**src/rtl/core/lscsd_pkg.sv**
```systemverilog
// ----------------------------------------------------------------------------
// lscsd_pkg
// Shared types and constants for the line sensor centroid / station detector.
// ----------------------------------------------------------------------------
package lscsd_pkg;

   localparam int NUM_SENSORS  = 11;
   localparam int QUEUE_DEPTH  = 2;

   localparam int SAMPLE_W     = 8;
   localparam int POS_W        = 8;
   localparam int STATION_W    = 2;
   localparam int WIDTH_W      = 4;
   localparam int COUNT_W      = 11;
   localparam int CSR_INDEX_W  = 2;
   localparam int CSR_DATA_W   = 11;

   // weight of sensor i is WEIGHT_BASE + WEIGHT_STEP * i
   localparam int WEIGHT_BASE  = 11;
   localparam int WEIGHT_STEP  = 23;

   // side groups: left is sensors 0..4 (4 or more on tape), right is the last 4 (all)
   localparam int LEFT_GROUP_SIZE  = 5;
   localparam int LEFT_GROUP_MIN   = 4;
   localparam int RIGHT_GROUP_SIZE = 4;

   localparam logic [POS_W-1:0]    CENTRE_DEFAULT  = 8'd127;
   localparam logic [SAMPLE_W-1:0] TAPE_REF_RESET  = 8'd150;
   localparam logic [COUNT_W-1:0]  HOLD_RESET      = 11'd1500;
   localparam logic [COUNT_W-1:0]  RELEASE_RESET   = 11'd1450;

   typedef enum logic [1:0] {
      SIDE_LEFT    = 2'd0,
      SIDE_NONE    = 2'd1,
      SIDE_RIGHT   = 2'd2,
      SIDE_NO_TAPE = 2'd3
   } side_type;

   typedef enum logic {
      OP_SAMPLE = 1'b0,
      OP_CLEAR  = 1'b1
   } op_type;

   typedef enum logic [CSR_INDEX_W-1:0] {
      CSR_TAPE_REF = 2'd0,
      CSR_HOLD     = 2'd1,
      CSR_RELEASE  = 2'd2
   } csr_index_type;

   typedef enum logic [2:0] {
      BK_IDLE,
      BK_SCAN,
      BK_EVAL,
      BK_DIV,
      BK_OUT
   } back_state_type;

   typedef struct packed {
      op_type                op;
      logic [SAMPLE_W-1:0]   sample;
   } item_type;

   typedef struct packed {
      logic     valid;
      item_type item;
   } queue_type;

   typedef struct packed {
      logic [SAMPLE_W-1:0] tape_ref;
      logic [COUNT_W-1:0]  hold_count;
      logic [COUNT_W-1:0]  release_count;
   } cfg_type;

endpackage

```
**src/rtl/core/lscsd_front.sv**
```systemverilog
// ----------------------------------------------------------------------------
// lscsd_front
// Accepts request transactions, decodes the command and queues them.
// ----------------------------------------------------------------------------
module lscsd_front #(
   parameter int QUEUE_DEPTH = lscsd_pkg::QUEUE_DEPTH
) (
   input  logic                            clock,
   input  logic                            reset,
   input  logic                            req_valid,
   output logic                            req_stall,
   input  logic                            req_command,
   input  logic [lscsd_pkg::SAMPLE_W-1:0]  req_sample,
   output lscsd_pkg::queue_type            queue_out,
   input  logic                            queue_pop
);
   import lscsd_pkg::*;

   localparam int PTR_W = (QUEUE_DEPTH > 1) ? $clog2(QUEUE_DEPTH) : 1;
   localparam int CNT_W = $clog2(QUEUE_DEPTH + 1);

   item_type           entry_ff [QUEUE_DEPTH];
   logic [PTR_W-1:0]   wr_ptr_ff, wr_ptr_in;
   logic [PTR_W-1:0]   rd_ptr_ff, rd_ptr_in;
   logic [CNT_W-1:0]   count_ff, count_in;
   logic               push;
   item_type           push_item;

   assign req_stall = (count_ff == CNT_W'(QUEUE_DEPTH));
   assign push      = req_valid && !req_stall;

   always_comb begin
      push_item.op     = req_command ? OP_CLEAR : OP_SAMPLE;
      push_item.sample = req_sample;
   end

   always_comb begin
      wr_ptr_in = wr_ptr_ff;
      rd_ptr_in = rd_ptr_ff;
      count_in  = count_ff;
      if (push) begin
         wr_ptr_in = (wr_ptr_ff == PTR_W'(QUEUE_DEPTH - 1)) ? '0 : wr_ptr_ff + 1'b1;
      end
      if (queue_pop) begin
         rd_ptr_in = (rd_ptr_ff == PTR_W'(QUEUE_DEPTH - 1)) ? '0 : rd_ptr_ff + 1'b1;
      end
      if (push && !queue_pop) begin
         count_in = count_ff + 1'b1;
      end else if (!push && queue_pop) begin
         count_in = count_ff - 1'b1;
      end
   end

   always_ff @(posedge clock) begin
      if (reset) begin
         wr_ptr_ff <= '0;
         rd_ptr_ff <= '0;
         count_ff  <= '0;
      end else begin
         wr_ptr_ff <= wr_ptr_in;
         rd_ptr_ff <= rd_ptr_in;
         count_ff  <= count_in;
      end
   end

   always_ff @(posedge clock) begin
      if (push) begin
         entry_ff[wr_ptr_ff] <= push_item;
      end
   end

   always_comb begin
      queue_out.valid = (count_ff != '0);
      queue_out.item  = entry_ff[rd_ptr_ff];
   end

   a_count_bound: assert property (@(posedge clock) disable iff (reset)
      count_ff <= CNT_W'(QUEUE_DEPTH))
      else $error("queue count above depth");

   a_pop_nonempty: assert property (@(posedge clock) disable iff (reset)
      queue_pop |-> count_ff != '0)
      else $error("pop from empty queue");

endmodule

```
**src/rtl/core/lscsd_div.sv**
```systemverilog
// ----------------------------------------------------------------------------
// lscsd_div
// Restoring divider, one quotient bit per cycle. Quotient must fit QUOT_W.
// ----------------------------------------------------------------------------
module lscsd_div #(
   parameter int NUM_W  = 19,
   parameter int DEN_W  = 12,
   parameter int QUOT_W = 8
) (
   input  logic              clock,
   input  logic              reset,
   input  logic              start,
   input  logic [NUM_W-1:0]  numer,
   input  logic [DEN_W-1:0]  denom,
   output logic              busy,
   output logic              done,
   output logic [QUOT_W-1:0] quot
);
   import lscsd_pkg::*;

   localparam int CNT_W = $clog2(QUOT_W + 1);

   logic [DEN_W-1:0]  rem_ff,  rem_in;
   logic [DEN_W-1:0]  den_ff,  den_in;
   logic [QUOT_W-1:0] lo_ff,   lo_in;
   logic [QUOT_W-1:0] quot_ff, quot_in;
   logic [CNT_W-1:0]  cnt_ff,  cnt_in;
   logic              done_ff, done_in;
   logic [DEN_W:0]    trial;
   logic [DEN_W:0]    diff;
   logic              fits;

   assign busy = (cnt_ff != '0);
   assign done = done_ff;
   assign quot = quot_ff;

   always_comb begin
      trial   = {rem_ff, lo_ff[QUOT_W-1]};
      diff    = trial - {1'b0, den_ff};
      fits    = (trial >= {1'b0, den_ff});
      rem_in  = rem_ff;
      den_in  = den_ff;
      lo_in   = lo_ff;
      quot_in = quot_ff;
      cnt_in  = cnt_ff;
      done_in = (cnt_ff == CNT_W'(1));
      if (start) begin
         // top bits of the numerator are already below the divisor
         rem_in = DEN_W'(numer >> QUOT_W);
         lo_in  = numer[QUOT_W-1:0];
         den_in = denom;
         cnt_in = CNT_W'(QUOT_W);
      end else if (busy) begin
         rem_in  = fits ? diff[DEN_W-1:0] : trial[DEN_W-1:0];
         lo_in   = lo_ff << 1;
         quot_in = {quot_ff[QUOT_W-2:0], fits};
         cnt_in  = cnt_ff - 1'b1;
      end
   end

   always_ff @(posedge clock) begin
      if (reset) begin
         cnt_ff  <= '0;
         done_ff <= 1'b0;
      end else begin
         cnt_ff  <= cnt_in;
         done_ff <= done_in;
      end
   end

   always_ff @(posedge clock) begin
      rem_ff  <= rem_in;
      den_ff  <= den_in;
      lo_ff   <= lo_in;
      quot_ff <= quot_in;
   end

   a_start_idle: assert property (@(posedge clock) disable iff (reset)
      start |-> !busy && !done_ff)
      else $error("divider started while busy");

endmodule

```
**src/rtl/core/lscsd_back.sv**
```systemverilog
// ----------------------------------------------------------------------------
// lscsd_back
// Executes queued transactions: sensor store, centroid scan, station detector
// and the response register.
// ----------------------------------------------------------------------------
module lscsd_back #(
   parameter int NUM_SENSORS = lscsd_pkg::NUM_SENSORS
) (
   input  logic                             clock,
   input  logic                             reset,
   input  lscsd_pkg::cfg_type               cfg,
   input  lscsd_pkg::queue_type             queue_in,
   output logic                             queue_pop,
   output logic                             rsp_valid,
   input  logic                             rsp_stall,
   output logic [lscsd_pkg::POS_W-1:0]      rsp_line_position,
   output logic [lscsd_pkg::STATION_W-1:0]  rsp_station,
   output logic [lscsd_pkg::WIDTH_W-1:0]    rsp_tape_width
);
   import lscsd_pkg::*;

   localparam int IDX_W       = $clog2(NUM_SENSORS);
   localparam int MAX_SAMPLE  = (1 << SAMPLE_W) - 1;
   localparam int MAX_WEIGHT  = WEIGHT_BASE + WEIGHT_STEP * (NUM_SENSORS - 1);
   localparam int WT_W        = $clog2(MAX_WEIGHT + 1);
   localparam int SUM_WEIGHT  = WEIGHT_BASE * NUM_SENSORS
                              + WEIGHT_STEP * NUM_SENSORS * (NUM_SENSORS - 1) / 2;
   localparam int NUM_W       = $clog2(MAX_SAMPLE * SUM_WEIGHT + 1);
   localparam int DEN_W       = $clog2(MAX_SAMPLE * NUM_SENSORS + 1);
   localparam int PROD_W      = SAMPLE_W + WT_W;
   localparam int LG_W        = $clog2(LEFT_GROUP_SIZE + 1);
   localparam int RG_W        = $clog2(RIGHT_GROUP_SIZE + 1);
   localparam int RIGHT_FIRST = NUM_SENSORS - RIGHT_GROUP_SIZE;

   back_state_type       state_ff, state_in;
   logic [SAMPLE_W-1:0]  store_ff [NUM_SENSORS];
   logic [IDX_W-1:0]     chan_ff,   chan_in;
   logic [IDX_W-1:0]     scan_ff,   scan_in;
   logic [WT_W-1:0]      weight_ff, weight_in;
   logic [NUM_W-1:0]     num_ff,    num_in;
   logic [DEN_W-1:0]     den_ff,    den_in;
   logic [WIDTH_W-1:0]   tcnt_ff,   tcnt_in;
   logic [LG_W-1:0]      lcnt_ff,   lcnt_in;
   logic [RG_W-1:0]      rcnt_ff,   rcnt_in;
   op_type               op_ff,     op_in;
   logic [POS_W-1:0]     centre_ff, centre_in;
   side_type             cand_ff,   cand_in;
   logic [COUNT_W-1:0]   cnt_ff,    cnt_in;
   side_type             conf_ff,   conf_in;
   logic                 rsp_valid_ff, rsp_valid_in;
   logic [POS_W-1:0]     rsp_pos_ff;
   logic [STATION_W-1:0] rsp_station_ff;
   logic [WIDTH_W-1:0]   rsp_width_ff;

   logic                 store_we;
   logic                 out_load;
   logic [SAMPLE_W-1:0]  rd_sample;
   logic [PROD_W-1:0]    product;
   logic                 on_tape;
   logic                 left_on;
   logic                 right_on;
   side_type             det_cand;
   logic [COUNT_W-1:0]   det_cnt;
   side_type             det_conf;
   logic [POS_W-1:0]     out_pos;
   side_type             out_station;

   logic                 div_start;
   logic                 div_busy;
   logic                 div_done;
   logic [POS_W-1:0]     div_quot;

   lscsd_div #(
      .NUM_W  (NUM_W),
      .DEN_W  (DEN_W),
      .QUOT_W (POS_W)
   ) u_div (
      .clock (clock),
      .reset (reset),
      .start (div_start),
      .numer (num_ff),
      .denom (den_ff),
      .busy  (div_busy),
      .done  (div_done),
      .quot  (div_quot)
   );

   // scan datapath: one sensor per cycle
   always_comb begin
      rd_sample = store_ff[scan_ff];
      product   = PROD_W'(rd_sample) * PROD_W'(weight_ff);
      on_tape   = (rd_sample >= cfg.tape_ref);
      left_on   = (lcnt_ff >= LG_W'(LEFT_GROUP_MIN));
      right_on  = (rcnt_ff == RG_W'(RIGHT_GROUP_SIZE));
   end

   // station detector step, first matching rule wins
   always_comb begin
      det_cand = cand_ff;
      det_cnt  = cnt_ff;
      det_conf = conf_ff;
      priority if (cand_ff == SIDE_LEFT && right_on) begin
         det_cand = SIDE_NONE;
      end else if (cand_ff == SIDE_RIGHT && left_on) begin
         det_cand = SIDE_NONE;
      end else if (cand_ff == SIDE_LEFT && !left_on && cnt_ff > cfg.release_count) begin
         det_cand = SIDE_NONE;
         det_cnt  = '0;
      end else if (cand_ff == SIDE_RIGHT && !right_on && cnt_ff > cfg.release_count) begin
         det_cand = SIDE_NONE;
         det_cnt  = '0;
      end else if (cnt_ff != '0) begin
         det_cnt = cnt_ff - 1'b1;
      end else if (cand_ff == SIDE_NONE) begin
         if (right_on) begin
            det_cand = SIDE_RIGHT;
            det_cnt  = cfg.hold_count;
         end else if (left_on) begin
            det_cand = SIDE_LEFT;
            det_cnt  = cfg.hold_count;
         end
      end else if (cand_ff == SIDE_LEFT) begin
         det_conf = SIDE_LEFT;
      end else if (cand_ff == SIDE_RIGHT) begin
         det_conf = SIDE_RIGHT;
      end
   end

   // response fields from the settled state
   always_comb begin
      out_pos     = centre_ff;
      out_station = SIDE_NONE;
      if (conf_ff == SIDE_LEFT || conf_ff == SIDE_RIGHT) begin
         out_station = conf_ff;
      end else if (tcnt_ff == '0) begin
         out_station = SIDE_NO_TAPE;
         out_pos     = CENTRE_DEFAULT;
      end
   end

   always_comb begin
      state_in     = state_ff;
      chan_in      = chan_ff;
      scan_in      = scan_ff;
      weight_in    = weight_ff;
      num_in       = num_ff;
      den_in       = den_ff;
      tcnt_in      = tcnt_ff;
      lcnt_in      = lcnt_ff;
      rcnt_in      = rcnt_ff;
      op_in        = op_ff;
      centre_in    = centre_ff;
      cand_in      = cand_ff;
      cnt_in       = cnt_ff;
      conf_in      = conf_ff;
      rsp_valid_in = rsp_valid_ff && rsp_stall;
      queue_pop    = 1'b0;
      store_we     = 1'b0;
      div_start    = 1'b0;
      out_load     = 1'b0;
      unique case (state_ff)
         BK_IDLE: begin
            if (queue_in.valid) begin
               queue_pop = 1'b1;
               op_in     = queue_in.item.op;
               scan_in   = '0;
               weight_in = WT_W'(WEIGHT_BASE);
               num_in    = '0;
               den_in    = '0;
               tcnt_in   = '0;
               lcnt_in   = '0;
               rcnt_in   = '0;
               state_in  = BK_SCAN;
               if (queue_in.item.op == OP_SAMPLE) begin
                  store_we = 1'b1;
                  chan_in  = (chan_ff == IDX_W'(NUM_SENSORS - 1)) ? '0 : chan_ff + 1'b1;
               end else begin
                  cand_in = SIDE_NONE;
                  cnt_in  = '0;
                  conf_in = SIDE_NONE;
               end
            end
         end
         BK_SCAN: begin
            num_in    = num_ff + NUM_W'(product);
            den_in    = den_ff + DEN_W'(rd_sample);
            weight_in = weight_ff + WT_W'(WEIGHT_STEP);
            if (on_tape) begin
               tcnt_in = tcnt_ff + 1'b1;
               if (scan_ff < IDX_W'(LEFT_GROUP_SIZE)) begin
                  lcnt_in = lcnt_ff + 1'b1;
               end
               if (scan_ff >= IDX_W'(RIGHT_FIRST)) begin
                  rcnt_in = rcnt_ff + 1'b1;
               end
            end
            if (scan_ff == IDX_W'(NUM_SENSORS - 1)) begin
               state_in = BK_EVAL;
            end else begin
               scan_in = scan_ff + 1'b1;
            end
         end
         BK_EVAL: begin
            if (op_ff == OP_CLEAR) begin
               state_in = BK_OUT;
            end else if (left_on || right_on || den_ff == '0) begin
               centre_in = CENTRE_DEFAULT;
               cand_in   = det_cand;
               cnt_in    = det_cnt;
               conf_in   = det_conf;
               state_in  = BK_OUT;
            end else begin
               div_start = 1'b1;
               state_in  = BK_DIV;
            end
         end
         BK_DIV: begin
            if (div_done) begin
               centre_in = div_quot;
               cand_in   = det_cand;
               cnt_in    = det_cnt;
               conf_in   = det_conf;
               state_in  = BK_OUT;
            end
         end
         BK_OUT: begin
            if (!rsp_valid_ff || !rsp_stall) begin
               out_load     = 1'b1;
               rsp_valid_in = 1'b1;
               state_in     = BK_IDLE;
            end
         end
         default: begin
            state_in = BK_IDLE;
         end
      endcase
   end

   always_ff @(posedge clock) begin
      if (reset) begin
         state_ff     <= BK_IDLE;
         chan_ff      <= '0;
         centre_ff    <= CENTRE_DEFAULT;
         cand_ff      <= SIDE_NONE;
         cnt_ff       <= '0;
         conf_ff      <= SIDE_NONE;
         rsp_valid_ff <= 1'b0;
         for (int i = 0; i < NUM_SENSORS; i++) begin
            store_ff[i] <= '0;
         end
      end else begin
         state_ff     <= state_in;
         chan_ff      <= chan_in;
         centre_ff    <= centre_in;
         cand_ff      <= cand_in;
         cnt_ff       <= cnt_in;
         conf_ff      <= conf_in;
         rsp_valid_ff <= rsp_valid_in;
         if (store_we) begin
            store_ff[chan_ff] <= queue_in.item.sample;
         end
      end
   end

   always_ff @(posedge clock) begin
      scan_ff   <= scan_in;
      weight_ff <= weight_in;
      num_ff    <= num_in;
      den_ff    <= den_in;
      tcnt_ff   <= tcnt_in;
      lcnt_ff   <= lcnt_in;
      rcnt_ff   <= rcnt_in;
      op_ff     <= op_in;
      if (out_load) begin
         rsp_pos_ff     <= out_pos;
         rsp_station_ff <= out_station;
         rsp_width_ff   <= tcnt_ff;
      end
   end

   assign rsp_valid         = rsp_valid_ff;
   assign rsp_line_position = rsp_pos_ff;
   assign rsp_station       = rsp_station_ff;
   assign rsp_tape_width    = rsp_width_ff;

   a_no_tape_result: assert property (@(posedge clock) disable iff (reset)
      rsp_valid && rsp_station == SIDE_NO_TAPE |->
         rsp_line_position == CENTRE_DEFAULT && rsp_tape_width == '0)
      else $error("no-tape result with position or width set");

   a_div_done_state: assert property (@(posedge clock) disable iff (reset)
      div_done |-> state_ff == BK_DIV)
      else $error("divider finished outside divide state");

   a_div_busy_state: assert property (@(posedge clock) disable iff (reset)
      div_busy |-> state_ff == BK_DIV)
      else $error("divider running outside divide state");

endmodule

```
**src/rtl/core/line_sensor_centroid_station_detect.sv**
```systemverilog
// ----------------------------------------------------------------------------
// line_sensor_centroid_station_detect
// Line sensor centroid with left/right station detection.
// ----------------------------------------------------------------------------
// Usage:
//   req_*  : one transaction per sensor reading (req_command = 0) or a
//            station clear (req_command = 1). Accepted when req_valid is high
//            and req_stall is low. A two-entry queue sits in front of the
//            execution unit, so req_stall only rises when that queue is full.
//   rsp_*  : exactly one response transaction per request, in order, held in
//            an output register. While rsp_stall is high the response holds
//            and the execution unit waits in its output state; the queue
//            keeps taking requests until full.
//   csr_*  : register writes (0 tape reference, 1 hold count, 2 release
//            count); csr_ready is always high. Write only while idle.
// Timing: each transaction scans all NUM_SENSORS slots, one per cycle; a
//   sample then runs an 8-step restoring divide for the centroid, while a
//   clear, or a sample with side tape or zero sum, goes straight to the
//   output state. The execution unit takes a new queued transaction only
//   once the previous response is loaded; the queue accepts meanwhile.
// Reset (synchronous, active high): sensor slots zero, channel 0, centre 127,
//   detector idle, registers at 150 / 1500 / 1450, queue and response empty.
// ----------------------------------------------------------------------------
module line_sensor_centroid_station_detect #(
   parameter int NUM_SENSORS = lscsd_pkg::NUM_SENSORS,
   parameter int QUEUE_DEPTH = lscsd_pkg::QUEUE_DEPTH
) (
   input  logic                               clock,
   input  logic                               reset,
   // request channel
   input  logic                               req_valid,
   output logic                               req_stall,
   input  logic                               req_command,
   input  logic [lscsd_pkg::SAMPLE_W-1:0]     req_sample,
   // response channel
   output logic                               rsp_valid,
   input  logic                               rsp_stall,
   output logic [lscsd_pkg::POS_W-1:0]        rsp_line_position,
   output logic [lscsd_pkg::STATION_W-1:0]    rsp_station,
   output logic [lscsd_pkg::WIDTH_W-1:0]      rsp_tape_width,
   // register write channel
   input  logic                               csr_valid,
   output logic                               csr_ready,
   input  logic [lscsd_pkg::CSR_INDEX_W-1:0]  csr_index,
   input  logic [lscsd_pkg::CSR_DATA_W-1:0]   csr_wdata
);
   import lscsd_pkg::*;

   cfg_type   cfg_ff, cfg_in;
   queue_type queue;
   logic      queue_pop;
   logic      csr_write;

   // register file: always ready, writes outside the map are dropped
   assign csr_ready = 1'b1;
   assign csr_write = csr_valid && csr_ready;

   always_comb begin
      cfg_in = cfg_ff;
      if (csr_write) begin
         unique case (csr_index)
            CSR_TAPE_REF: cfg_in.tape_ref      = csr_wdata[SAMPLE_W-1:0];
            CSR_HOLD:     cfg_in.hold_count    = csr_wdata[COUNT_W-1:0];
            CSR_RELEASE:  cfg_in.release_count = csr_wdata[COUNT_W-1:0];
            default:      cfg_in = cfg_ff;
         endcase
      end
   end

   always_ff @(posedge clock) begin
      if (reset) begin
         cfg_ff.tape_ref      <= TAPE_REF_RESET;
         cfg_ff.hold_count    <= HOLD_RESET;
         cfg_ff.release_count <= RELEASE_RESET;
      end else begin
         cfg_ff <= cfg_in;
      end
   end

   // front: accept, decode command, queue
   lscsd_front #(
      .QUEUE_DEPTH (QUEUE_DEPTH)
   ) u_front (
      .clock       (clock),
      .reset       (reset),
      .req_valid   (req_valid),
      .req_stall   (req_stall),
      .req_command (req_command),
      .req_sample  (req_sample),
      .queue_out   (queue),
      .queue_pop   (queue_pop)
   );

   // back: store, scan, divide, detector, response register
   lscsd_back #(
      .NUM_SENSORS (NUM_SENSORS)
   ) u_back (
      .clock             (clock),
      .reset             (reset),
      .cfg               (cfg_ff),
      .queue_in          (queue),
      .queue_pop         (queue_pop),
      .rsp_valid         (rsp_valid),
      .rsp_stall         (rsp_stall),
      .rsp_line_position (rsp_line_position),
      .rsp_station       (rsp_station),
      .rsp_tape_width    (rsp_tape_width)
   );

endmodule
```
**config.mk**
```make
export PLATFORM = sky130hd
export DESIGN_NAME = line_sensor_centroid_station_detect
export DESIGN_NICKNAME = d
export VERILOG_FILES = /design/src/rtl/core/lscsd_pkg.sv /design/src/rtl/core/lscsd_front.sv /design/src/rtl/core/lscsd_div.sv /design/src/rtl/core/lscsd_back.sv /design/src/rtl/core/line_sensor_centroid_station_detect.sv
export SDC_FILE = /design/constraint.sdc
export NUM_CORES = 1
export LEC_CHECK = 0
export ABC_AREA = 1
export BUFFER_PORTS_ARGS = -buffer_cell sky130_fd_sc_hd__buf_2
export CORE_ASPECT_RATIO = 0.6
export CORE_UTILIZATION = 27
export DETAILED_ROUTE_END_ITERATION = 8
export GPL_ROUTABILITY_DRIVEN = 0
export PLACE_DENSITY = 0.49
export SYNTH_ARGS = -nofsm -noshare
export SYNTH_HDL_FRONTEND = slang
export SYNTH_SLANG_ARGS = --single-unit
export TNS_END_PERCENT = 50
```
**constraint.sdc**
```tcl
create_clock -name clock -period 5.25 [get_ports clock]
set_input_delay 0.525 -clock clock [delete_from_list [all_inputs] [get_ports clock]]
set_output_delay 0.525 -clock clock [all_outputs]
set_load 0.01 [all_outputs]
```
-- Word level (Yosys, flattened, before mapping)
Memory sizes are Yosys's and may differ from the RTL's. A register that Yosys moved wholly into a read port is not among the register bits.
Cells that the tools add are included.
- RAM bits: 106
- memories kept: 2
- latch bits: 0
- memory bits (read-only): 0
- output and inout port bits: 17
- bits in registers: 178
- reductions and logical operators: 51
- multipliers: 1
- divide/modulo/power cells: 0
- multiplexer cells: 111
- equality and inequality tests: 25
- magnitude comparators: 6
- shift operators: 0
- bitwise operators: 2
- add/subtract/negate cells: 15
- memory list (memory ; depth ; bits a word ; rd ports ; clocked after Yosys merged registers in ; wr ports ; RTL line ; text):
    u_back.store_ff ; 11 ; 8 ; 1 ; 1 ; 11 ; lscsd_back.sv:36 ; logic [SAMPLE_W-1:0] store_ff [NUM_SENSORS];
    u_front.entry_ff ; 2 ; 9 ; 1 ; 1 ; 1 ; lscsd_front.sv:22 ; item_type entry_ff [QUEUE_DEPTH];
- operators by type and width (kind ; number):
    2-to-1 mux 11 bit ; 15
    2-to-1 mux 8 bit ; 9
    2-to-1 mux 2 bit ; 28
    case mux 19 bit (2 select lines) ; 1
    2-to-1 mux 3 bit ; 11
    case mux 11 bit (3 select lines) ; 1
    2-to-1 mux 4 bit ; 8
    case mux 8 bit (2 select lines) ; 2
    2-to-1 mux 1 bit ; 25
    2-to-1 mux 12 bit ; 2
    case mux 12 bit (2 select lines) ; 1
    adder 19 x 16 -> 19 bit ; 1
    2-to-1 mux 19 bit ; 1
    multiplier 8 x 8 -> 16 bit ; 1
    case mux 4 bit (2 select lines) ; 2
    AND reduction 4 bit ; 4
    case mux 3 bit (5 select lines) ; 1
    inequality test 2 x 1 -> 1 bit (second input constant) ; 7
    >= comparator 13 x 12 -> 1 bit ; 1
    adder 12 x 8 -> 12 bit ; 1
    adder 4 x 1 -> 4 bit (second input constant) ; 3
    zero test 12 bit ; 1
    case mux 2 bit (3 select lines) ; 2
    case mux 3 bit (2 select lines) ; 2
    37 further kinds ; 81

-- Logic depth before layout (Yosys ltp)
Gate-level depths: netlist (run 1).
- depth after elaboration: 12
- depth in mapped cells: 27
- depth with buffers taken out: 26

-- Cells and area by module
A second synthesis (run 1) with hierarchy kept.
- cells, all modules: 2082
- area, all modules: 18941.9 µm²
- modules (own cells, without submodules) (module ; cells each ; instances ; area an instance (µm²)):
    lscsd_back ; 1541 ; 1 ; 14053.5
    lscsd_div ; 312 ; 1 ; 2722.6
    line_sensor_centroid_station_detect ; 166 ; 1 ; 1277.5
    lscsd_front ; 63 ; 1 ; 888.4

-- Least setup slack after synthesis (run 1)
OpenSTA, ideal clock, no wires.
- path type: reg-to-reg
- start: register with a tool-made name
- end: register u_back.num_ff[13], data pin
- setup slack: 0.221 ns
- stages on the path, launching flop included: 26
- setup time: 0.266 ns
- arrival time: 4.763 ns
- path buffers: 3
- required time: 4.984 ns
- cell sequence: dfxtp_1 > buf_2 > buf_2 > buf_2 > a21oi_1 > o21ai_0 > o211ai_1 > o211ai_1 > nand2_1 > nand2_1 > fa_1 > inv_1 > fa_1 > inv_1 > fa_1 > fa_1 > inv_1 > ha_1 > a21oi_1 > nand2_1 > a21boi_0 > inv_1 > a21oi_1 > a21oi_1 > xnor2_1 > nor2_1
- RTL lines (what ; RTL line ; text):
    end signal, assigned ; lscsd_back.sv:268 ; num_ff <= num_in;
    end, declared ; lscsd_back.sv:40 ; logic [NUM_W-1:0] num_ff, num_in;

==> results by group, run 1 <==
Status
  • Outcome: complete, but fails checks
  • Failing checks: negative setup slack

Critical path
  • Register-to-Register Path Depth: 20
  • Peak fanout along the critical path: 6
  • Slowest cell on crit path: sky130_fd_sc_hd__fa_2
  • Type of element capturing the critical path: flop
  • Required time reported for the critical path endpoint: roughly 5600 ps
  • Terminus of the critical flop-to-flop path: u_back.num_ff[8]$_SDFFCE_PN0P_
  • Buffering stage count on the worst path with inverters included: 7
  • Type of origin of the critical path: flop
  • Highest cell delay on the worst timing path: 610 ps
  • Worst path top cell family by delay: adder cells
  • Kind of critical path: flop to flop
  • Arrival time worst endpoint: around 5700 ps
  • R2R Setup Slk: -60 ps
  • CP Cell Sequence: buf_4 > buf_12 > mux2i_1 > o21ai_1 > o211ai_1 > nand2_2 > buf_6 > nand2_1 > fa_1 > fa_1 > inv_2 > fa_1 > fa_2 > ha_4 > a21oi_4 > inv_2 > a31oi_4 > inv_2 > buf_4 > o21a_1

Route
  • Number of DRC markers after the initial detailed-route iteration: between 1000 and 1500
  • Met3 wire length: 4965 um
  • Vias per cell: 4.626
  • Top sig layer: met5
  • Count of antenna-violating nets left after detailed routing: 0
  • Routed vias: 14030
  • Post-detailed-route wirelength per cell: between 15 and 20 um
  • Total Wirelength: about 52000 um
  • Met2 WL: about 18000 um
  • Metal-1 WL: between 20000 and 30000 um
  • Length of the first detailed-routing pass in iterations: 5
  • Number of remaining DRC errors: 0

Yosys
  • Post-synthesis area per instance: 9.249 sq um
  • Largest cells by area after synthesis: sky130_fd_sc_hd__edfxtp_1, sky130_fd_sc_hd__dfxtp_1, sky130_fd_sc_hd__inv_1, sky130_fd_sc_hd__ha_1, sky130_fd_sc_hd__nand2_1
  • Proportion of synthesized flip-flops having asynchronous set or reset: 0%
  • Number of distinct library cells after synthesis: 49
  • Share of the synthesized area in the top cell type: between 40% and 50%
  • Nets in the synthesized netlist: 2146
  • Number of instances in the synthesized netlist: approximately 2000
  • Number of flip-flops and latches in the synthesized netlist: 329
  • Yosys warning count: 0
  • Fraction of the yosys area taken by sequential cells: between 40 and 50%
  • Number of enable flip-flop cells after synthesis: 245
  • Predominant post-synthesis flop cell: sky130_fd_sc_hd__edfxtp_1
  • Post-synthesis cell area: approximately 18000 sq um
  • Top cell type by total area after synthesis: sky130_fd_sc_hd__edfxtp_1

Timing
  • Max Clock Freq: between 150 and 200 MHz
  • Final setup violation count: 8
  • Worst hold slack after final layout: between 100 and 150 ps
  • Total count of max-transition violations in the final report: 0
  • Post-route fraction of the period consumed by the critical path: 101.1%
  • Worst setup skew after layout: between 15 and 20 ps
  • Hold violation total from the final report: 0
  • Tightest Pin Transition: approximately 1300 ps
  • Worst path setup slack after routing: -56.18 ps
  • Tmin final: roughly 5300 ps
  • Headroom to the max-slew limit: between 10 and 15%
  • Setup repair after global routing missed its margin: yes

Floorplanning
  • Num rows: between 70 and 80
  • Std-Cell Core Area: approximately 66000 sq um
  • Area of the die: between 60000 and 70000 sq um
  • Die Y: 203.3 um
  • Initial core utilization: between 20% and 30%
  • Die width: between 300 and 400 um
  • Number of top-level pins: 44

Worst hold path
  • Worst Hold Depth: 1
  • Hold EP: u_front.entry_ff[0][8]$_DFFE_PP_
  • Class of the tightest hold or removal check: primary input to flop
  • Hold Path Origin: req_command

Final layout
  • Nets: about 2300
  • ANT cells: 0
  • Growth of design area from synthesis to finish: 20.29%
  • Filler instances: 6897
  • Commonest cells after routing, fill and taps aside: sky130_fd_sc_hd__inv_1, sky130_fd_sc_hd__nand2_1, sky130_fd_sc_hd__edfxtp_1
  • Most frequent standard cell in the layout excluding fill and tap cells: sky130_fd_sc_hd__inv_1
  • Fraction of layout cells with a size suffix above 1: approximately 17%

Clock network
  • CTS tree: built
  • TritonCTS Buffers: 31
  • Max Root-Sink Buffers: 3
  • Clock-pin slew reported for the worst setup and hold paths after clock tree synthesis: roughly 70 ps
  • Insertion delay to the later sink of the worst-skew pair: roughly 600 ps
  • Clock Sinks: 329
  • Maximum level of the CTS H-tree: 1
  • Root Driver: sky130_fd_sc_hd__clkbuf_16

Place
  • Buffers on Ports: between 40 and 50
  • HPWL after detailed placement: slightly below 40000 um

Job
  • Maxcap violations: 0

Global routing
  • Via count of the first global-routing pass: between 10000 and 15000
  • Number of antenna violations at the first check in global routing: 2
  • Pin count of the biggest net entering global routing: 57
  • Total gr overflow: 0
  • Total GRT Usage: around 15%
  • First-pass GRT wire length: ~80000 um
-- worst max path at each step --
stage / startpoint / to / slack [ps] / cells after the start
CTS: flop / u_back.num_ff[16]$_SDFFCE_PN0P_ / -7 / 23
detailed placement: flop / u_back.num_ff[14]$_SDFFCE_PN0P_ / -470 / 20
floorplan: flop / u_back.num_ff[13]$_SDFFCE_PN0P_ / 220 / 25
global route: flop / u_back.num_ff[18]$_SDFFCE_PN0P_ / -240 / 24
global placement: flop / u_back.num_ff[14]$_SDFFCE_PN0P_ / -510 / 21
finish: flop / u_back.num_ff[8]$_SDFFCE_PN0P_ / -60 / 20
-- cell type report --
cell class                 count  area (sq um)  area share [%]
tap                          900          1126           5.133
clock inverter                10         102.6          0.4676
sequential                   329          9044           41.22
inverter                     338          1271           5.794
timing repair buffer         159          1321           6.022
multi-input combinational   1249          8187           37.31
clock buffer                  47         888.4           4.049
-- worst register-to-register path, stage by stage (launching register included) --
cell	delay (ps)
sky130_fd_sc_hd__dfxtp_4	400
sky130_fd_sc_hd__buf_4	130
sky130_fd_sc_hd__buf_12	120
sky130_fd_sc_hd__mux2i_1	190
sky130_fd_sc_hd__o21ai_1	120
sky130_fd_sc_hd__o211ai_1	390
sky130_fd_sc_hd__nand2_2	220
sky130_fd_sc_hd__buf_6	190
sky130_fd_sc_hd__nand2_1	90
sky130_fd_sc_hd__fa_1	470
sky130_fd_sc_hd__fa_1	520
sky130_fd_sc_hd__inv_2	50
sky130_fd_sc_hd__fa_1	510
sky130_fd_sc_hd__fa_2	610
sky130_fd_sc_hd__ha_4	230
sky130_fd_sc_hd__a21oi_4	140
sky130_fd_sc_hd__inv_2	70
sky130_fd_sc_hd__a31oi_4	210
sky130_fd_sc_hd__inv_2	90
sky130_fd_sc_hd__buf_4	150
sky130_fd_sc_hd__o21a_1	160
-- routing by layer --
layer	up-vias	GRT usage [%]
li1	6817	-
met1	6700	25.63
met2	454	17.64
met3	52	4.678
met4	2	2.004
met5	-	0
-- state kept, by name, summed over array words and instances, names as in the netlist, 3 cells and up, named ones only --
signal and flops:
u_back.u_div.cnt_ff 4, u_back.rcnt_ff 3, u_back.centre_ff 8, u_back.store_ff 128, u_back.den_ff 12, u_back.rsp_tape_width 4
u_back.chan_ff 4, u_back.cnt_ff 11, u_back.weight_ff 8, u_back.rsp_line_position 8, u_back.u_div.rem_ff 12, u_back.tcnt_ff 4
u_front.entry_ff 18, cfg_ff 30, u_back.u_div.den_ff 12, u_back.state_ff 3, u_back.u_div.lo_ff 8, u_back.scan_ff 4
u_back.num_ff 19, u_back.u_div.quot 8, u_back.lcnt_ff 3
-- cells in the mapped netlist, types with 2 or more instances --
cell type / instances
sky130_fd_sc_hd__buf_1: 2
sky130_fd_sc_hd__nor2_1: 242
sky130_fd_sc_hd__o21a_1: 10
sky130_fd_sc_hd__or2_2: 12
sky130_fd_sc_hd__nor3b_1: 2
sky130_fd_sc_hd__fa_1: 52
sky130_fd_sc_hd__mux2i_1: 29
sky130_fd_sc_hd__a31oi_1: 4
sky130_fd_sc_hd__clkbuf_1: 43
sky130_fd_sc_hd__mux2_2: 5
sky130_fd_sc_hd__a21boi_0: 3
sky130_fd_sc_hd__dfxtp_1: 84
sky130_fd_sc_hd__nand2_2: 4
sky130_fd_sc_hd__xnor2_1: 10
sky130_fd_sc_hd__nand4_1: 9
sky130_fd_sc_hd__o31ai_1: 2
sky130_fd_sc_hd__nor4_1: 3
sky130_fd_sc_hd__o211ai_1: 53
sky130_fd_sc_hd__a21o_1: 3
sky130_fd_sc_hd__nand3b_1: 6
sky130_fd_sc_hd__xor2_1: 12
sky130_fd_sc_hd__o21ai_0: 145
sky130_fd_sc_hd__ha_1: 95
sky130_fd_sc_hd__nor3_1: 11
sky130_fd_sc_hd__a211oi_1: 2
sky130_fd_sc_hd__nor2_4: 4
sky130_fd_sc_hd__nor2_2: 6
sky130_fd_sc_hd__o22ai_1: 3
sky130_fd_sc_hd__edfxtp_1: 245
sky130_fd_sc_hd__nand2_1: 281
sky130_fd_sc_hd__inv_2: 8
sky130_fd_sc_hd__buf_2: 9
sky130_fd_sc_hd__nand2_4: 4
sky130_fd_sc_hd__clkinv_1: 5
sky130_fd_sc_hd__a21oi_1: 154
sky130_fd_sc_hd__inv_1: 325
sky130_fd_sc_hd__nand3_1: 73
-- what timing repair did --
action / CTS / global route
gates cloned: 3 / 0
hold buffers: 0 / 0
pin swaps: 49 / 70
setup buffers: 16 / 9
gates resized for setup: 92 / 83
endpoints found under the hold margin: 0 / 0
endpoints found under the setup margin: 11 / 13
-- per-stage QoR --
stage	instances	worst slack, ps	setup TNS (ps)	instance area [sq um]	util (%)
after floorplan	1972	220.8	0	18240	-
after global placement	2948	-510.8	-3147	20060	30.16
after detailed placement	2948	-468.1	-2975	20060	30.16
after CTS	3023	-6.668	-9.615	21600	32.48
after global routing	3032	-243.5	-1620	21940	33.00
final	3032	-56.18	-286.3	21940	33.00
-- cells by family after synthesis --
family,count (synthesis),synth area share (%)
buffers and inverters,394,8.232
adder cells (fa/ha/maj),147,12.22
AND/OR/NAND/NOR,660,15.24
AO/OA/AOI/OAI,385,11.77
XOR/XNOR,22,1.056
other,1,0.02056
flip-flops,329,49.56
multiplexers,34,1.900
Power of run 1 is left out: the tool's default activity adds up to more than one toggle a clock period on the data nets, which glitch-free logic cannot reach.
==> inputs of run 2 (changes only) <==
ABC_AREA = 0   (was 1)
==> results by group, run 2 <==
Final layout
  • Registers with the most flip-flops: u_back.store_ff: 128 flops, cfg_ff: 30 flops, u_back.num_ff: 19 flops
  • ANT cells: 0
  • Max FFs per register: about 130
  • Growth of design area from synthesis to finish: 17.97%
  • Number of non-filler instances in the completed layout: 2544
  • Post-route design area: about 21000 sq um
  • Most frequent standard cell in the layout excluding fill and tap cells: sky130_fd_sc_hd__edfxtp_1
  • Nets: about 1800
  • Commonest cells after routing, fill and taps aside: sky130_fd_sc_hd__edfxtp_1, sky130_fd_sc_hd__nor2_1, sky130_fd_sc_hd__inv_1
  • Filler instances: approximately 6500
  • Fraction of layout cells with a size suffix above 1: between 15 and 20%
  • Register ranked first by flip-flop count: u_back.store_ff

Critical path
  • Peak fanout along the critical path: 6
  • Type of element capturing the critical path: flop
  • Slowest cell on crit path: sky130_fd_sc_hd__mux4_2
  • Terminus of the critical flop-to-flop path: u_back.num_ff[16]$_SDFFCE_PN0P_
  • Highest cell delay on the worst timing path: roughly 600 ps
  • Register-to-Register Path Depth: 20
  • R2R Setup Slk: -500 ps
  • Required time reported for the critical path endpoint: about 5500 ps
  • CP Cell Sequence: buf_12 > buf_12 > buf_6 > mux4_2 > mux4_2 > and2_4 > fa_1 > fa_2 > fa_1 > inv_2 > fa_1 > inv_2 > ha_4 > and2_4 > and3_4 > a211oi_4 > o21bai_4 > a221oi_2 > xor2_1 > nor2_1
  • Type of origin of the critical path: flop
  • Arrival time worst endpoint: 6000 ps
  • Critical Path Most Common Cell: sky130_fd_sc_hd__fa_1
  • Kind of critical path: flop to flop

Clock network
  • Maximum level of the CTS H-tree: 2
  • Clock-pin slew reported for the worst setup and hold paths after clock tree synthesis: ~70 ps
  • Clock Sinks: around 330
  • TritonCTS Buffers: 34
  • Root Driver: sky130_fd_sc_hd__clkbuf_16
  • CTS tree: built
  • Max Root-Sink Buffers: 3
  • Insertion delay to the later sink of the worst-skew pair: between 500 and 600 ps

Timing
  • Post-route fraction of the period consumed by the critical path: 109.5%
  • Tightest Pin Transition: between 1000 and 1500 ps
  • Final setup violation count: 11
  • Hold violation total from the final report: 0
  • Headroom to the max-slew limit: approximately 17%
  • Total count of max-transition violations in the final report: 0
  • Worst setup skew after layout: 26.26 ps
  • Max Clock Freq: 174.0 MHz
  • Tmin final: between 5000 and 6000 ps
  • Worst path setup slack after routing: -496.9 ps
  • Setup repair after global routing missed its margin: yes

Route
  • Length of the first detailed-routing pass in iterations: 5
  • Vias per cell: 4.717
  • Total Wirelength: about 46000 um
  • Post-detailed-route wirelength per cell: between 15 and 20 um
  • Count of antenna-violating nets left after detailed routing: 0
  • Number of DRC markers after the initial detailed-route iteration: between 900 and 1000
  • Number of remaining DRC errors: 0
  • Routed vias: between 10000 and 15000

Yosys
  • Largest cells by area after synthesis: sky130_fd_sc_hd__edfxtp_1, sky130_fd_sc_hd__dfxtp_1, sky130_fd_sc_hd__ha_1, sky130_fd_sc_hd__fa_1, sky130_fd_sc_hd__mux4_2
  • Number of flip-flops and latches in the synthesized netlist: about 330
  • Post-synthesis cell area: roughly 18000 sq um
  • Proportion of synthesized flip-flops having asynchronous set or reset: 0%
  • Number of distinct library cells after synthesis: 67
  • Post-synthesis area per instance: ~11 sq um
  • Yosys warning count: 0
  • Number of enable flip-flop cells after synthesis: approximately 250
  • Most common cell in the netlist: sky130_fd_sc_hd__edfxtp_1
  • Top cell type by total area after synthesis: sky130_fd_sc_hd__edfxtp_1
  • Share of the synthesized area in the top cell type: about two fifths
  • Nets in the synthesized netlist: around 1800
  • Predominant post-synthesis flop cell: sky130_fd_sc_hd__edfxtp_1
  • Number of instances in the synthesized netlist: 1591
  • Fraction of the yosys area taken by sequential cells: about 51%
  • Top post-synthesis cells by count: sky130_fd_sc_hd__edfxtp_1, sky130_fd_sc_hd__nor2_1, sky130_fd_sc_hd__inv_1, sky130_fd_sc_hd__nand2_1, sky130_fd_sc_hd__ha_1

Floorplanning
  • Die Y: ~200 um
  • Number of top-level pins: 44
  • Area of the die: 66810 sq um
  • Die width: between 300 and 400 um
  • Num rows: 72
  • Std-Cell Core Area: 64680 sq um
  • Initial core utilization: 27.44%

Global routing
  • Met3 demand-to-capacity share in global routing: 3.400%
  • First-pass GRT wire length: ~71000 um
  • Via count of the first global-routing pass: roughly 12000
  • Pin count of the biggest net entering global routing: 75
  • Total GRT Usage: 13.80%
  • Met2 Track Usage GR: 17.65%
  • Highest-utilization routing layer at the global route stage: met1
  • Number of antenna violations at the first check in global routing: 1
  • Met1 Resource Use GR: between 20 and 25%
  • Total gr overflow: 0

Worst hold path
  • Hold Path Origin: req_sample[6]
  • Hold EP: u_front.entry_ff[0][6]$_DFFE_PP_
  • Worst Hold Depth: 1
  • Class of the tightest hold or removal check: primary input to flop

Place
  • Total placed instance area: ~19000 sq um
  • Placed cell count: around 2500
  • HPWL after detailed placement: ~33000 um
  • Pre-CTS setup slack: -552.3 ps
  • Buffers on Ports: 42

Status
  • Outcome: complete, but fails checks
  • Failing checks: negative setup slack

Job
  • Maxcap violations: 0
run 2: cell types whose count changed after synthesis, sizes merged, moves of 17 or more:
cell,delta
nand2,-154
o211ai,-44
inv,-169
a21oi,-82
xnor2,+17
nand2b,+32
and2,+37
nor3,+24
nand3,-52
nor2,-58
mux4,+40
o21ai,-112
run 2: how the worst max path moves through the flow:
stage,slack [ps],endpoint,startpoint
3_3_place_gp,-500,u_back.num_ff[16]$_SDFFCE_PN0P_,flop
2_1_floorplan,-200,u_back.num_ff[16]$_SDFFCE_PN0P_,flop
6_report,-500,u_back.num_ff[16]$_SDFFCE_PN0P_,flop
4_1_cts,-400,u_back.num_ff[15]$_SDFFCE_PN0P_,flop
5_1_grt,-650,u_back.num_ff[16]$_SDFFCE_PN0P_,flop
3_5_place_dp,-550,u_back.num_ff[16]$_SDFFCE_PN0P_,flop
run 2: worst max-delay path, delay by kind of cell, from the launching register on:
family,cells,cell delay [ps]
multiplexers,2,1140
AO/OA/AOI/OAI,3,640
XOR/XNOR,1,160
adder cells (fa/ha/maj),5,2180
AND/OR/NAND/NOR,4,560
flip-flops,1,380
buffers and inverters,5,430
run 2: kinds of logic after synthesis:
group / Yosys count / share of synthesized area (%)
flops: 329 / 50.92
simple gates: 558 / 14.92
fa+ha+maj: 147 / 12.56
compound gates: 215 / 8.050
other cells: 1 / 0.02113
mux: 60 / 6.231
buf+inv: 236 / 5.082
xor+xnor: 45 / 2.220
run 2: what timing repair did:
action,CTS,global route
resized for setup,35,30
cloned,1,0
pin swaps,35,33
endpoints found under the hold margin,0,0
setup buffers,16,8
endpoints found under the setup margin,10,12
hold buffers,0,0
run 2: layer usage:
metal,vias to the layer above,wire [um]
met5,-,15
met4,2,735
met3,52,3109
met2,320,17180
met1,5910,24660
li1,5717,-
run 2: stage by stage:
step           utilization, %  TNS (ps)  hold WS [ps]
3_5_place_dp            29.92     -3446         440.3
4_1_cts                 32.09     -2526         147.9
5_1_grt                 32.38     -5360         145.9
2_1_floorplan               -    -416.0         427.4
6_report                32.38     -3376         179.8
3_3_place_gp            29.92     -2992         441.2
run 2: cell type report:
class | count | area, sq um | area share [%]
well taps | 851 | 1065 | 5.085
clock inverters | 13 | 135.1 | 0.6453
multi-input cells | 1026 | 8168 | 39.00
clock buffers | 47 | 962.2 | 4.595
flip-flops and latches | 329 | 9042 | 43.18
inverters | 164 | 615.6 | 2.940
repair buffers | 114 | 953.4 | 4.553
Power of run 2 is left out for the same reason.
==> inputs of run 3 (changes only) <==
SYNTH_HIERARCHICAL = 1   (was not set)
==> results by group, run 3 <==
Timing
  • Final setup violation count: 12
  • Total count of max-transition violations in the final report: 0
  • Tmin final: between 5000 and 6000 ps
  • Worst path setup slack after routing: -275.7 ps
  • Headroom to the max-slew limit: around a quarter
  • Worst setup skew after layout: around 19 ps
  • Tightest Pin Transition: ~1100 ps
  • Max Clock Freq: between 150 and 200 MHz
  • Post-route fraction of the period consumed by the critical path: 105.3%
  • Hold violation total from the final report: 0
  • Setup repair after global routing missed its margin: yes

Clock network
  • Clock-pin slew reported for the worst setup and hold paths after clock tree synthesis: approximately 70 ps
  • Insertion delay to the later sink of the worst-skew pair: approximately 540 ps
  • TritonCTS Buffers: 34
  • Root Driver: sky130_fd_sc_hd__clkbuf_16
  • Max Root-Sink Buffers: 3
  • Maximum level of the CTS H-tree: 2
  • Clock Sinks: 329
  • Number of buffers inserted by hold repair at cts: 0
  • CTS tree: built

Floorplanning
  • Num rows: 73
  • Std-Cell Core Area: between 60000 and 70000 sq um
  • Area of the die: ~69000 sq um
  • Die Y: roughly 200 um
  • Die width: roughly 340 um
  • Number of top-level pins: 44
  • Initial core utilization: a little over a quarter

Critical path
  • Type of element capturing the critical path: flop
  • Required time reported for the critical path endpoint: roughly 5500 ps
  • Type of origin of the critical path: flop
  • Arrival time worst endpoint: approximately 5800 ps
  • Kind of critical path: flop to flop
  • Peak fanout along the critical path: 8

Final layout
  • Commonest cells after routing, fill and taps aside: sky130_fd_sc_hd__edfxtp_1, sky130_fd_sc_hd__inv_1, sky130_fd_sc_hd__nor2_1
  • Register ranked first by flip-flop count: u_back/store_ff
  • ANT cells: 0
  • Post-route design area: about 21000 sq um
  • Growth of design area from synthesis to finish: 16.76%
  • Sequential cell area: about 9000 sq um
  • Filler instances: about 6700
  • Nets: between 1500 and 2000
  • Max FFs per register: 128
  • Most frequent standard cell in the layout excluding fill and tap cells: sky130_fd_sc_hd__edfxtp_1
  • Area of the multi-input gates: around 8500 sq um
  • Fraction of layout cells with a size suffix above 1: 19.02%
  • Registers with the most flip-flops: u_back/store_ff: 128 flops, cfg_ff: 30 flops, u_back/num_ff: 19 flops

Route
  • Number of DRC markers after the initial detailed-route iteration: around 1000
  • Post-detailed-route wirelength per cell: ~18 um
  • Length of the first detailed-routing pass in iterations: 5
  • Number of remaining DRC errors: 0
  • Vias per cell: approximately 4.7
  • Total Wirelength: 46540 um
  • Count of antenna-violating nets left after detailed routing: 0
  • Routed vias: roughly 12000

Global routing
  • Total gr overflow: 0
  • Pin count of the biggest net entering global routing: between 60 and 70
  • Number of antenna violations at the first check in global routing: 1
  • Via count of the first global-routing pass: 12460
  • Total GRT Usage: between 10% and 20%
  • First-pass GRT wire length: 73710 um

Place
  • HPWL after detailed placement: 34260 um
  • Total placed instance area: 19870 sq um
  • Buffers on Ports: 42

Yosys
  • Yosys warning count: 6
  • Post-synthesis area per instance: 11.41 sq um
  • Number of instances in the synthesized netlist: 1602
  • Share of the synthesized area in the top cell type: about 40%
  • Number of enable flip-flop cells after synthesis: ~250
  • Largest cells by area after synthesis: sky130_fd_sc_hd__edfxtp_1, sky130_fd_sc_hd__dfxtp_1, sky130_fd_sc_hd__ha_1, sky130_fd_sc_hd__fa_1, sky130_fd_sc_hd__inv_1
  • Fraction of the yosys area taken by sequential cells: about half
  • Post-synthesis cell area: 18280 sq um
  • Top post-synthesis cells by count: sky130_fd_sc_hd__edfxtp_1, sky130_fd_sc_hd__inv_1, sky130_fd_sc_hd__nor2_1, sky130_fd_sc_hd__nand2_1, sky130_fd_sc_hd__ha_1
  • Proportion of synthesized flip-flops having asynchronous set or reset: 0%
  • Top cell type by total area after synthesis: sky130_fd_sc_hd__edfxtp_1
  • Most common cell in the netlist: sky130_fd_sc_hd__edfxtp_1
  • Number of flip-flops and latches in the synthesized netlist: roughly 330
  • Number of distinct library cells after synthesis: 85
  • Predominant post-synthesis flop cell: sky130_fd_sc_hd__edfxtp_1
  • Nets in the synthesized netlist: ~1800

Status
  • Outcome: complete, but fails checks
  • Failing checks: negative setup slack

Worst hold path
  • Class of the tightest hold or removal check: primary input to flop

Job
  • Maxcap violations: 0
run 3: changes by cell type in the layout (fill, tap and decap cells not counted), moves of 10 or more:
cell                       previous run  this run
sky130_fd_sc_hd__a211oi_1            15         4
sky130_fd_sc_hd__a21o_1              11        21
sky130_fd_sc_hd__and2_1              22        51
sky130_fd_sc_hd__buf_4               48        62
sky130_fd_sc_hd__inv_1              153       167
sky130_fd_sc_hd__mux2_2               4        19
sky130_fd_sc_hd__mux2i_1             16        36
sky130_fd_sc_hd__nand2_1            124       100
sky130_fd_sc_hd__nand3_1             21        35
sky130_fd_sc_hd__nor2_1             195       162
run 3: what timing repair did:
action / in CTS / in global routing
pin swaps: 15 / 5
hold endpoints to repair: 0 / 0
endpoints found under the setup margin: 11 / 12
gates resized for setup: 35 / 9
setup buffers: 19 / 2
run 3: through the flow:
| stage | TNS, ps | hold slack (ps) | setup slack [ps] | util, % | instances |
|---|---|---|---|---|---|
| finish | -1917 | 178.2 | -275.7 | 32.06 | 2614 |
| global route | -4232 | 160.8 | -490.6 | 32.06 | 2614 |
| CTS | -1635 | 160.2 | -272.8 | 31.99 | 2612 |
| detailed placement | -2694 | 431.9 | -335.3 | 29.84 | 2533 |
| global placement | -2369 | 427.0 | -374.1 | 29.84 | 2533 |
| floorplan | -53.94 | 428.0 | -21.86 | - | 1602 |
run 3: layout make-up:
type,instances,area share [%]
Clock inverter,19,1.026
Timing Repair Buffer,115,3.992
Multi-Input combinational cell,1035,39.92
Tap cell,900,5.275
Inverter,175,3.077
Sequential cell,329,42.36
Clock buffer,41,4.349
run 3: cell families (layout without fill, tap and decap cells):
kind of cell | Yosys count | in the layout | share of synthesized area, %
other | 1 | 1 | 0.02051
adder cells (fa/ha/maj) | 146 | 146 | 12.13
multiplexers | 95 | 95 | 8.356
XOR/XNOR | 38 | 38 | 1.820
AND/OR/NAND/NOR | 545 | 545 | 15.28
flip-flops | 329 | 329 | 49.44
AO/OA/AOI/OAI | 210 | 210 | 7.576
buffers and inverters | 238 | 350 | 5.386
run 3: worst max-delay path: stages (launching register included):
cell and delay, ps:
sky130_fd_sc_hd__dfxtp_4 370, sky130_fd_sc_hd__buf_12 130, sky130_fd_sc_hd__buf_4 120, sky130_fd_sc_hd__buf_12 100
sky130_fd_sc_hd__mux4_2 470, sky130_fd_sc_hd__mux4_2 580, sky130_fd_sc_hd__buf_6 180, sky130_fd_sc_hd__and2_1 150
sky130_fd_sc_hd__ha_2 180, sky130_fd_sc_hd__fa_1 480, sky130_fd_sc_hd__ha_1 290, sky130_fd_sc_hd__inv_1 50
sky130_fd_sc_hd__fa_1 490, sky130_fd_sc_hd__inv_1 50, sky130_fd_sc_hd__ha_1 260, sky130_fd_sc_hd__a21o_1 170
sky130_fd_sc_hd__a21o_1 200, sky130_fd_sc_hd__a2111oi_4 360, sky130_fd_sc_hd__o21bai_4 130, sky130_fd_sc_hd__a311oi_2 280
sky130_fd_sc_hd__xor2_1 160, sky130_fd_sc_hd__nor2_1 50
run 3: worst paths after layout:
path                                               to  slack [ps]                      startpoint  cells after the start
setup / recovery      u_back/num_ff[16]$_SDFFCE_PN0P_        -280                            flop                     21
hold / removal       u_front/entry_ff[1][1]$_DFFE_PP_         180                   req_sample[1]                      1
setup reg to reg      u_back/num_ff[16]$_SDFFCE_PN0P_        -280                            flop                     21
hold reg to reg   u_back/rsp_station[0]$_SDFFCE_PN1P_         440  u_back/conf_ff[0]$_SDFFE_PP1P_                      0
run 3: per-layer routing:
| layer | routed length (um) | track usage [%] | vias up |
|---|---|---|---|
| met4 | 515 | 2.376 | 0 |
| met3 | 3194 | 3.556 | 40 |
| li1 | - | - | 5820 |
| met5 | 0 | 0 | - |
| met1 | 24950 | 22.07 | 6108 |
| met2 | 17880 | 18.57 | 299 |
Power of run 3 is left out for the same reason.
